### config.mk
export PLATFORM = sky130hd
export DESIGN_NAME = sbam_ctrl
export DESIGN_NICKNAME = d
export VERILOG_FILES = /design/src/rtl/core/sbam_pkg.sv /design/src/rtl/core/sbam_ctrl.sv
export SDC_FILE = /design/constraint.sdc
export NUM_CORES = 1
export LEC_CHECK = 0
export BUFFER_PORTS_ARGS = -buffer_cell sky130_fd_sc_hd__buf_2
export CORE_AREA = 2 2 39 41
export CTS_BUF_LIST = sky130_fd_sc_hd__clkbuf_8
export DETAILED_ROUTE_END_ITERATION = 10
export DIE_AREA = 0 0 41 43
export HOLD_SLACK_MARGIN = 0.05
export PLACE_DENSITY = 0.3
export SLEW_MARGIN = 20
export SYNTH_ARGS = -nofsm -noshare
export SYNTH_HDL_FRONTEND = slang
export SYNTH_SLANG_ARGS = --single-unit
### constraint.sdc
create_clock -name clk_i -period 1.06 [get_ports clk_i]
set_clock_uncertainty 0.05 [all_clocks]
set_input_delay 0.318 -clock clk_i [delete_from_list [all_inputs] [get_ports clk_i]]
set_output_delay 0.318 -clock clk_i [all_outputs]
set_load 0.02 [all_outputs]
### src/rtl/core/sbam_pkg.sv
// Package for the sparse block allocation map: sizes, codes and control structs.
package sbam_pkg;

  localparam int unsigned MAX_BLOCKS        = 1024;
  localparam int unsigned SECTORS_PER_BLOCK = 4096;
  localparam int unsigned BLOCK_STRIDE      = 4097;

  localparam int unsigned SECTOR_W   = 32;
  localparam int unsigned OFFSET_W   = 32;
  localparam int unsigned BLK_CNT_W  = 11;
  localparam int unsigned STATUS_W   = 2;
  localparam int unsigned CFG_IDX_W  = 2;
  localparam int unsigned CFG_DATA_W = 32;

  localparam int unsigned SIB_W       = $clog2(SECTORS_PER_BLOCK);
  localparam int unsigned BLOCK_W     = SECTOR_W - SIB_W;
  localparam int unsigned BLK_IDX_W   = $clog2(MAX_BLOCKS);
  localparam int unsigned WORD_W      = 64;
  localparam int unsigned BIT_SEL_W   = $clog2(WORD_W);
  localparam int unsigned MAP_WORDS   = MAX_BLOCKS * (SECTORS_PER_BLOCK / WORD_W);
  localparam int unsigned MAP_ADDR_W  = $clog2(MAP_WORDS);

  localparam logic [BLK_CNT_W-1:0] MAX_BLOCKS_C      = BLK_CNT_W'(MAX_BLOCKS);
  localparam logic [BLK_CNT_W-1:0] BLOCK_COUNT_RST   = BLK_CNT_W'(1024);
  localparam logic [OFFSET_W-1:0]  FIRST_FREE_RST    = OFFSET_W'(1536);
  localparam logic [OFFSET_W:0]    BLOCK_STRIDE_C    = (OFFSET_W + 1)'(BLOCK_STRIDE);

  typedef enum logic {
    OP_READ  = 1'b0,
    OP_WRITE = 1'b1
  } op_e;

  typedef enum logic [STATUS_W-1:0] {
    STATUS_OK  = 2'd0,
    STATUS_OOR = 2'd1,
    STATUS_OVF = 2'd2
  } status_e;

  typedef enum logic [CFG_IDX_W-1:0] {
    REG_BLOCK_COUNT = 2'd0,
    REG_FIRST_FREE  = 2'd1
  } cfg_reg_e;

  typedef enum logic [1:0] {
    ST_CLEAR,
    ST_IDLE,
    ST_EXEC
  } state_e;

  typedef struct packed {
    logic clr_en;
    logic load;
    logic commit;
  } sbam_cmd_t;

  typedef struct packed {
    logic clr_last;
  } sbam_sts_t;

endpackage

### src/rtl/core/sbam_ctrl.sv
// Controller FSM: bitmap clear sweep, item sequencing, result handshake.
module sbam_ctrl (
  input  logic                clk_i,
  input  logic                rst_ni,
  input  logic                in_valid_i,
  output logic                in_ready_o,
  output logic                out_valid_o,
  input  logic                out_ready_i,
  input  sbam_pkg::sbam_sts_t sts_i,
  output sbam_pkg::sbam_cmd_t cmd_o
);
  import sbam_pkg::*;

  state_e state_q, state_d;
  logic   out_valid_q, out_valid_d;
  logic   slot_free;

  assign slot_free = !out_valid_q || out_ready_i;

  always_comb begin
    state_d = state_q;
    unique case (state_q)
      ST_CLEAR: if (sts_i.clr_last) state_d = ST_IDLE;
      ST_IDLE:  if (in_valid_i) state_d = ST_EXEC;
      ST_EXEC:  if (slot_free) state_d = ST_IDLE;
      default:  state_d = ST_CLEAR;
    endcase
  end

  always_comb begin
    in_ready_o    = 1'b0;
    cmd_o         = '0;
    unique case (state_q)
      ST_CLEAR: cmd_o.clr_en = 1'b1;
      ST_IDLE: begin
        in_ready_o = 1'b1;
        cmd_o.load = in_valid_i;
      end
      ST_EXEC:  cmd_o.commit = slot_free;
      default:  cmd_o = '0;
    endcase
  end

  // result register valid: set on commit, dropped when taken
  always_comb begin
    out_valid_d = out_valid_q;
    if (cmd_o.commit) begin
      out_valid_d = 1'b1;
    end else if (out_ready_i) begin
      out_valid_d = 1'b0;
    end
  end

  assign out_valid_o = out_valid_q;

  always_ff @(posedge clk_i or negedge rst_ni) begin
    if (!rst_ni) begin
      state_q     <= ST_CLEAR;
      out_valid_q <= 1'b0;
    end else begin
      state_q     <= state_d;
      out_valid_q <= out_valid_d;
    end
  end

endmodule

After elaboration in Yosys (flattened, before gate mapping). Index checks and enable logic that the tools add are counted.

Add/subtract/negate cells: 0. $mul: 0. Div/mod/pow operators: 0. Magnitude comparators: 0. Equality and inequality tests: 5. Shift operators: 0. Muxes and demuxes: 10. Bitwise operators: 0. Reductions and logical operators: 5.

Operator list (count): 2-to-1 mux 1 bit (6); 2-to-1 mux 2 bit (3); != test 2 bit (second input constant) (3); one-hot mux 2 bit (3 select lines) (1); AND reduction 3 bit (1); == test 2 x 1 -> 1 bit (second input constant) (1); == test 2 bit (second input constant) (1); zero test 2 bit (1); nonzero test 2 bit (1); zero test 1 bit (1); logical OR 1 bit (1).

Flip-flop bits (word level): 3. Latch bits: 0. Memory bits (writable): 0. Memory bits (read-only): 0. Input port bits: 5. Output and inout bits: 5. Logic and storage cells: 22. Memories: 0.

Logic depth before layout (Yosys ltp). Gate-level depths: netlist of run 1.

Word-level depth: 4. Mapped depth: 3. Depth with buffers taken out: 2.

Least setup slack after synthesis of run 1. Ideal clock, no wire load.

Path kind: register to output. Start point: register state_q[0]. End point: output port cmd_o[0] (netlist bit). Data arrival time: 0.781 ns. Data required time: 0.692 ns. Path slack: -0.089 ns. Cell stages (with the launch flop): 4. Buffers on the path: 1. Cell sequence: dfrtp_1 -> nand2b_1 -> a21oi_1 -> buf_4.

RTL lines: start, declared (RTL line sbam_ctrl.sv:14) `state_e state_q, state_d;`; start signal, assigned (RTL line sbam_ctrl.sv:61) `state_q <= state_d;`; end, declared (RTL line sbam_ctrl.sv:10) `output sbam_pkg::sbam_cmd_t cmd_o`.

==> impl_metrics.env, run 1 <==
export IMPL_status="complete, but fails checks"
export IMPL_violations="negative setup slack"
export IMPL_cts_buffers=3
export IMPL_setup_violations=7
export IMPL_synth_area_leaders="dfrtp_1 (47%), inv_1 (7.0%), and3b_2 (6.3%)"
export IMPL_rsz0062_at_grt="yes"
export IMPL_fin_ws_ns=-0.322
export IMPL_yosys_area_top_type_share_pct=46.9
export IMPL_die_w_um=41
export IMPL_crit_chain="nand2b_4, a21oi_2, buf_6"
export IMPL_finalCritPeriodShare_pct=130
export IMPL_viasPerCell=3.63
export IMPL_maxSlewHeadroom_pct=86.0
export IMPL_power_density_nw_per_um2=3250
export IMPL_cp_arrival_ns=1.01
export IMPL_hold_class="primary input to flop"
export IMPL_ios=10
export IMPL_antenna_found_initial=0
export IMPL_area_delta_synth_final_pct=155
export IMPL_dr_pass1_iters=1
export IMPL_num_rows=14
export IMPL_critPathSlowestCell="dfrtp_1"
export IMPL_dp_hpwl_um=340
export IMPL_diodes=0
export IMPL_ys_seq_area_share_pct=46.9
export IMPL_routed_wl_um=465
export IMPL_grt_pass1_wl_um=759
export IMPL_max_freq_mhz=723
export IMPL_dp_slack_ns=-0.125
export IMPL_synthesis_instances=17
export IMPL_htreeDepth=1
export IMPL_layout_nets=44
export IMPL_tns_ns=-1.48
export IMPL_grt_pass1_vias=208
export IMPL_start_util_pct=11.6
export IMPL_drc=0
export IMPL_leakage_uw=0.000214
export IMPL_setup_worst_path_start_class="flop"
export IMPL_clk_pin_slew_ns=0.03
export IMPL_period_needed_ns=1.38
export IMPL_yosysTopAreaCell="dfrtp_1"
export IMPL_layout_drive_gt1_share_pct=73.7
export IMPL_synth_area_per_cell_um2=9.42
export IMPL_path_class="flop to output pin"
export IMPL_tightestPinTransition_ns=0.210
export IMPL_hold_ws_ns=0.278
export IMPL_cp_max_fo=4
export IMPL_hold_viol=0
export IMPL_ant_nets=0
export IMPL_fillers=155
export IMPL_slowest_delay_ns=0.39
export IMPL_critPathCaptureType="output pin"
export IMPL_ir_drop_mv=0.990
export IMPL_syn_area_um2=160
export IMPL_cts_root_buf="clkbuf_8"
export IMPL_grtUsageTotal_pct=6.83
export IMPL_drt_iter0_drc=0
export IMPL_report_power_total_uw=1330
export IMPL_syn_nets=22
export IMPL_dieHeight_um=43
export IMPL_io_buffers=9
export IMPL_max_cap_viol_count=0
export IMPL_grt_remaining_overflow=0
export IMPL_synth_distinct_cells=12
export IMPL_cp_required_ns=0.69
export IMPL_cts_tree="yes"
export IMPL_wl_per_cell_um=8.61
export IMPL_vias=196
export IMPL_yosysWarnings=0
export IMPL_grt_max_degree=5
export IMPL_clock_latency_ns=0.21
export IMPL_gp_congestion=0.566
export IMPL_ys_seq_elements=3
export IMPL_dieArea_um2=1760
export IMPL_cts_sinks=3
export IMPL_clk_path_buf_depth=2
export IMPL_coreArea_um2=1380
export IMPL_drv_slew=0
## path summary, 6_finish.rpt
path / from / to / slack, ns / cells past startpoint
max: state_q[0]$_DFFE_PN0P_ / cmd_o[0] / -0.32 / 3
min: in_valid_i / state_q[0]$_DFFE_PN0P_ / 0.28 / 2
max reg2reg: out_valid_o$_DFFE_PN0P_ / state_q[1]$_DFFE_PN0P_ / -0.10 / 4
min reg2reg: state_q[1]$_DFFE_PN0P_ / out_valid_o$_DFFE_PN0P_ / 0.52 / 2
max in group asynchronous: rst_ni / state_q[1]$_DFFE_PN0P_ / 0.47 / 2
min in group asynchronous: rst_ni / out_valid_o$_DFFE_PN0P_ / 0.37 / 2
## synthesized netlist by cell type
| cell type | n |
|---|---|
| dfrtp_1 | 3 |
| inv_1 | 3 |
| nor2_1 | 2 |
| a21o_1 | 1 |
| a21oi_1 | 1 |
| and3b_1 | 1 |
| and3b_2 | 1 |
| buf_4 | 1 |
| nand2b_1 | 1 |
| o21ai_0 | 1 |
| o21bai_1 | 1 |
| o32ai_1 | 1 |
## state kept, by name, summed over array words and instances, names as in the netlist
| signal | flops |
|---|---|
| state_q | 2 |
| out_valid_o | 1 |
## layout by cell type, fill, tap and decap left out, drive strengths merged
cell type	count
a21o	1
o32ai	1
a21oi	1
buf	17
dfrtp	3
o21ai	1
clkbuf	3
nor2	2
o21bai	1
inv	4
nand2b	1
dlygate4sd3	1
and3b	2
## kinds of logic after synthesis
group	synth area share (%)
AND/OR/NAND/NOR	20.3
AO/OA/AOI/OAI	21.1
buffers and inverters	11.7
flip-flops	46.9
## routing by layer
layer	wire length, um	global-route usage [%]	up-vias
li1	-	-	97
met5	0	0	-
met4	0	8.00	0
met1	162	6.11	95
met2	285	10.6	4
met3	17	1.57	0
## critical path: cells and delay by family, from the launching register on
family                 cells  cell delay (ns)
and+or+nand+nor            1             0.16
buffers and inverters      1             0.13
DFF                        1             0.39
AOI/OAI and AO/OA          1             0.12
## cell type report
type | count | area (um2) | area share, %
clock buffer | 3 | 41.3 | 10.1
clock inverter | 1 | 3.75 | 0.920
inverter | 3 | 11.3 | 2.76
multi-input combinational | 10 | 101 | 24.8
sequential | 3 | 76.3 | 18.7
tap | 16 | 20.0 | 4.91
timing repair buffer | 18 | 154 | 37.7
## what timing repair did
item / in CTS / in global routing
endpoints found under the setup margin: 6 / 7
hold buffers: 1 / 0
hold endpoints to repair: 3 / 0
pin swaps: 1 / 1
gates resized for setup: 14 / 2
buffers inserted: 3 / 3
## through the flow
step,instance area (um2),utilization (%),instances
final,408,29.5,54
after detailed placement,249,18.0,43
after global routing,408,29.5,54
after CTS,378,27.3,51
after global placement,249,18.0,43
after floorplan,176,-,17
## power breakdown
part,switching (uW),internal (uW),leakage (uW)
registers,55.0,169,0.0000368
logic,327,464,0.000151
clock network,66.4,246,0.0000269
total,448,878,0.000214
(Power assumes the default switching activity.)
==> inputs of run 2 (changes only) <==
--- a/config.mk
+++ b/config.mk
@@ -12,7 +12,7 @@
 export DIE_AREA = 0 0 41 43
 export HOLD_SLACK_MARGIN = 0.05
 export PLACE_DENSITY = 0.3
-export SLEW_MARGIN = 20
+export SLEW_MARGIN = 10
 export SYNTH_ARGS = -nofsm -noshare
 export SYNTH_HDL_FRONTEND = slang
 export SYNTH_SLANG_ARGS = --single-unit
==> constraint.sdc (replaced) <==
create_clock -name clk_i -period 1.25 [get_ports clk_i]
set_clock_uncertainty 0.05 [all_clocks]
set_input_delay 0.375 -clock clk_i [delete_from_list [all_inputs] [get_ports clk_i]]
set_output_delay 0.375 -clock clk_i [all_outputs]
set_load 0.02 [all_outputs]
==> impl_metrics.env, run 2 (synthesis gave the netlist of run 1 again) <==
export IMPL_critPathSlowestCell="dfrtp_2"
export IMPL_start_util_pct=11.6
export IMPL_r2r_slack_ns=0.15
export IMPL_regMostFlops="state_q"
export IMPL_ios=10
export IMPL_die_w_um=41
export IMPL_wl_per_cell_um=8.44
export IMPL_tightestPinTransition_ns=0.227
export IMPL_dieHeight_um=43
export IMPL_violations="negative setup slack"
export IMPL_rsz0062_at_grt="yes"
export IMPL_setup_worst_path_start_class="flop"
export IMPL_area_delta_synth_final_pct=127
export IMPL_viasPerCell=3.58
export IMPL_antenna_found_initial=0
export IMPL_hold_path_startpoint="in_valid_i"
export IMPL_cts_sinks=3
export IMPL_leakage_uw=0.000190
export IMPL_slowest_delay_ns=0.43
export IMPL_mostFrequentLayoutCells="buf_2 (5), buf_6 (5), inv_1 (3), clkbuf_8 (3), buf_4 (3)"
export IMPL_clk_pin_slew_ns=0.03
export IMPL_r2r_cells=3
export IMPL_hold_ws_ns=0.321
export IMPL_power_density_nw_per_um2=2760
export IMPL_ir_drop_mv=0.539
export IMPL_crit_chain="and3b_2, buf_6"
export IMPL_layout_drive_gt1_share_pct=70.6
export IMPL_grt_max_degree=5
export IMPL_dp_slack_ns=0.00826
export IMPL_placedCellCount=43
export IMPL_largest_reg_flops=2
export IMPL_dieArea_um2=1760
export IMPL_r2r_start="state_q[1]$_DFFE_PN0P_"
export IMPL_grt_pass1_wl_um=710
export IMPL_final_cells=50
export IMPL_max_freq_mhz=695
export IMPL_drc=0
export IMPL_cts_buffers=3
export IMPL_critPathCaptureType="output pin"
export IMPL_ant_nets=0
export IMPL_hold_class="primary input to flop"
export IMPL_fin_ws_ns=-0.190
export IMPL_diodes=0
export IMPL_hold_end="state_q[0]$_DFFE_PN0P_"
export IMPL_hold_viol=0
export IMPL_max_cap_viol_count=0
export IMPL_drv_slew=0
export IMPL_clk_path_buf_depth=2
export IMPL_coreArea_um2=1380
export IMPL_grt_pass1_vias=187
export IMPL_clock_latency_ns=0.21
export IMPL_cts_tree="yes"
export IMPL_num_rows=14
export IMPL_grt_remaining_overflow=0
export IMPL_cp_arrival_ns=1.01
export IMPL_dr_pass1_iters=5
export IMPL_r2r_end="state_q[0]$_DFFE_PN0P_"
export IMPL_cts_root_buf="clkbuf_8"
export IMPL_placed_area_um2=233
export IMPL_grtUsageTotal_pct=6.65
export IMPL_setup_violations=4
export IMPL_cp_required_ns=0.83
export IMPL_design_area_um2=363
export IMPL_finalCritPeriodShare_pct=115
export IMPL_worstHoldPathCells=2
export IMPL_status="complete, but fails checks"
export IMPL_cp_max_fo=4
export IMPL_drt_iter0_drc=6
export IMPL_maxSlewHeadroom_pct=84.8
export IMPL_path_class="flop to output pin"
export IMPL_gp_congestion=0.606
export IMPL_postLayoutCoreUtil_pct=26.2
export IMPL_htreeDepth=1
export IMPL_layout_nets=40
export IMPL_io_buffers=9
export IMPL_vias=179
export IMPL_period_needed_ns=1.44
export IMPL_routed_wl_um=422
[run 2: timing repair]
action,CTS,global route
gates resized for setup,15,4
setup endpoints to repair,4,4
pin swaps,0,1
setup buffers,0,2
hold buffers,1,0
hold endpoints to repair,3,0
[run 2: worst max-delay path by stage]
| stage | start | to | cells after the start |
|---|---|---|---|
| 2_1_floorplan | state_q[0]$_DFFE_PN0P_ | cmd_o[0] | 3 |
| 3_3_place_gp | state_q[0]$_DFFE_PN0P_ | cmd_o[0] | 3 |
| 3_5_place_dp | state_q[0]$_DFFE_PN0P_ | cmd_o[0] | 3 |
| 4_1_cts | state_q[1]$_DFFE_PN0P_ | cmd_o[1] | 2 |
| 5_1_grt | state_q[1]$_DFFE_PN0P_ | cmd_o[1] | 2 |
| 6_report | state_q[1]$_DFFE_PN0P_ | cmd_o[1] | 2 |
[run 2: stage by stage]
| step | total power, uW | setup TNS [ns] |
|---|---|---|
| floorplan | 385 | 0 |
| global placement | 517 | 0 |
| detailed placement | 517 | 0 |
| CTS | 936 | -0.735 |
| global route | 1070 | -0.871 |
| finish | 1000 | -0.686 |
[run 2: worst max-delay path: cells and delay by family (launching register included)]
| kind | cells | cell delay (ns) |
|---|---|---|
| buf+inv | 1 | 0.12 |
| flops | 1 | 0.43 |
| simple gates | 1 | 0.26 |
[run 2: area by class of cell]
cell class / instances / area [um2]
repair buffers: 14 / 114
clock inverters: 1 / 3.75
multi-input cells: 10 / 93.8
well taps: 16 / 20.0
inverters: 3 / 13.8
clock buffers: 3 / 41.3
fillers: 161 / 1020
flip-flops and latches: 3 / 76.3
[run 2: layer usage]
metal | wire [um] | GRT usage, %
met5 | 0 | 0
met4 | 0 | 4.00
met3 | 21 | 6.28
met2 | 259 | 9.69
met1 | 140 | 5.54
[run 2: report_power, final]
part	total (uW)	switching, uW	internal (uW)
Clock	265	56.5	208
Combinational	539	250	290
Sequential	196	53.0	143
Total	1000	359	641
==> inputs of run 3 (changes only) <==
--- a/config.mk
+++ b/config.mk
@@ -6,13 +6,15 @@
 export NUM_CORES = 1
 export LEC_CHECK = 0
 export BUFFER_PORTS_ARGS = -buffer_cell sky130_fd_sc_hd__buf_2
+export CELL_PAD_IN_SITES_DETAIL_PLACEMENT = 1
+export CELL_PAD_IN_SITES_GLOBAL_PLACEMENT = 1
 export CORE_AREA = 2 2 39 41
 export CTS_BUF_LIST = sky130_fd_sc_hd__clkbuf_8
 export DETAILED_ROUTE_END_ITERATION = 10
 export DIE_AREA = 0 0 41 43
 export HOLD_SLACK_MARGIN = 0.05
-export PLACE_DENSITY = 0.3
-export SLEW_MARGIN = 10
+export PLACE_DENSITY = 0.36
+export SLEW_MARGIN = 15
 export SYNTH_ARGS = -nofsm -noshare
 export SYNTH_HDL_FRONTEND = slang
 export SYNTH_SLANG_ARGS = --single-unit
==> constraint.sdc (replaced) <==
create_clock -name clk_i -period 1.25 [get_ports clk_i]
set_clock_uncertainty 0.05 [all_clocks]
set_input_delay 0 -clock clk_i [delete_from_list [all_inputs] [get_ports clk_i]]
set_output_delay 0 -clock clk_i [all_outputs]
set_load 0.02 [all_outputs]
==> impl_metrics.env, run 3 (synthesis gave the netlist of run 1 again) <==
export IMPL_status="finished, final reports clean"
export IMPL_dp_slack_ns=0.236
export IMPL_slowest_delay_ns=0.40
export IMPL_hold_ws_ns=0.0644
export IMPL_cts_buffers=3
export IMPL_htreeDepth=1
export IMPL_dieArea_um2=1760
export IMPL_num_rows=14
export IMPL_ant_nets=0
export IMPL_cp_arrival_ns=1.07
export IMPL_cts_root_buf="clkbuf_8"
export IMPL_rsz0062_at_grt="no"
export IMPL_grt_pass1_vias=170
export IMPL_cts_sinks=3
export IMPL_diodes=0
export IMPL_setup_violations=0
export IMPL_drt_iter0_drc=2
export IMPL_maxSlewHeadroom_pct=85.6
export IMPL_cp_required_ns=1.20
export IMPL_coreArea_um2=1380
export IMPL_drc=0
export IMPL_final_common_cell="buf_2"
export IMPL_fillers=179
export IMPL_hold_viol=0
export IMPL_dp_hpwl_um=314
export IMPL_dieHeight_um=43
export IMPL_cp_max_fo=5
export IMPL_finalCritPeriodShare_pct=89.5
export IMPL_wl_per_cell_um=8.22
export IMPL_clk_pin_slew_ns=0.03
export IMPL_tightestPinTransition_ns=0.215
export IMPL_regMostFlops="state_q"
export IMPL_grtUsageTotal_pct=6.03
export IMPL_grt_pass1_wl_um=662
export IMPL_cts_tree="yes"
export IMPL_ios=10
export IMPL_ir_drop_mv=0.569
export IMPL_gp_congestion=0.618
export IMPL_antenna_found_initial=0
export IMPL_setup_worst_path_start_class="flop"
export IMPL_largest_reg_flops=2
export IMPL_multiInputGateArea_um2=66.3
export IMPL_cts_resized=0
export IMPL_routed_wl_um=403
export IMPL_die_w_um=41
export IMPL_fin_ws_ns=0.131
export IMPL_seqCellArea_um2=75.1
export IMPL_grt_max_degree=8
export IMPL_layout_nets=39
export IMPL_io_buffers=9
export IMPL_clk_path_buf_depth=2
export IMPL_hold_class="primary input to async pin"
export IMPL_crit_chain="nand2b_1, a21oi_1, buf_2"
export IMPL_placed_area_um2=218
export IMPL_max_cap_viol_count=0
export IMPL_dr_pass1_iters=2
export IMPL_tns_ns=0
export IMPL_mostFrequentLayoutCells="buf_2 (9), inv_1 (4), dlygate4sd3_1 (4)"
export IMPL_max_freq_mhz=894
export IMPL_power_density_nw_per_um2=2470
export IMPL_critPathSlowestCell="dfrtp_1"
export IMPL_start_util_pct=11.6
export IMPL_viasPerCell=3.41
export IMPL_drv_slew=0
export IMPL_area_delta_synth_final_pct=89.1
export IMPL_clock_latency_ns=0.21
export IMPL_grt_remaining_overflow=0
export IMPL_vias=167
export IMPL_critPathCaptureType="output pin"
export IMPL_period_needed_ns=1.12
export IMPL_leakage_uw=0.000170
export IMPL_design_area_um2=303
export IMPL_path_class="flop to output pin"
export IMPL_layout_drive_gt1_share_pct=39.4
[run 3: path summary, 6_finish.rpt]
kind / start / end / slack [ns] / depth (start not counted)
worst max-delay path: state_q[0]$_DFFE_PN0P_ / cmd_o[0] / 0.13 / 3
worst max register to register: state_q[1]$_DFFE_PN0P_ / state_q[1]$_DFFE_PN0P_ / 0.24 / 2
worst min register to register: out_valid_o$_DFFE_PN0P_ / out_valid_o$_DFFE_PN0P_ / 0.52 / 2
worst min-delay path: rst_ni / out_valid_o$_DFFE_PN0P_ / 0.06 / 2
max in group asynchronous: rst_ni / state_q[1]$_DFFE_PN0P_ / 0.98 / 2
min in group clk_i: in_valid_i / state_q[0]$_DFFE_PN0P_ / 0.48 / 3
[run 3: final cells by class]
class,instances,share of cell area [%]
Timing Repair Buffer,13,28.1
Sequential cell,3,24.8
Multi-Input combinational cell,10,21.9
Clock buffer,3,13.6
Tap cell,16,6.61
Inverter,3,3.72
Clock inverter,1,1.24
[run 3: per-stage QoR]
stage,util (%),power [uW],std cells
after floorplan,-,385,17
after global placement,15.7,483,41
after detailed placement,15.7,478,41
after CTS,21.9,763,49
after global routing,21.9,808,49
final,21.9,747,49
[run 3: timing repair]
| action | 4_1_cts | 5_1_grt |
|---|---|---|
| buffers inserted | 0 | 0 |
| hold endpoints to repair | 5 | 0 |
| hold buffers | 4 | 0 |
[run 3: report_power, final]
group	total, uW	switching [uW]	internal [uW]	leakage, uW
Combinational	289	172	117	0.000105
Clock	266	57.1	208	0.0000269
Sequential	192	51.0	141	0.0000383
[run 3: critical path, delay by kind of cell (launching register included)]
family / cells / cell delay, ns
AO/OA/AOI/OAI: 1 / 0.11
AND/OR/NAND/NOR: 1 / 0.17
flip-flops: 1 / 0.40
buffers and inverters: 1 / 0.17
[run 3: per-layer routing]
metal | share of wire [%] | vias up | wire (um) | global-route usage [%]
met5 | 0 | - | 0 | 0
li1 | - | 87 | - | -
met2 | 53 | 2 | 213 | 6.88
met1 | 43 | 78 | 174 | 7.42
met3 | 4.0 | 0 | 16 | 3.14
met4 | 0 | 0 | 0 | 6.00
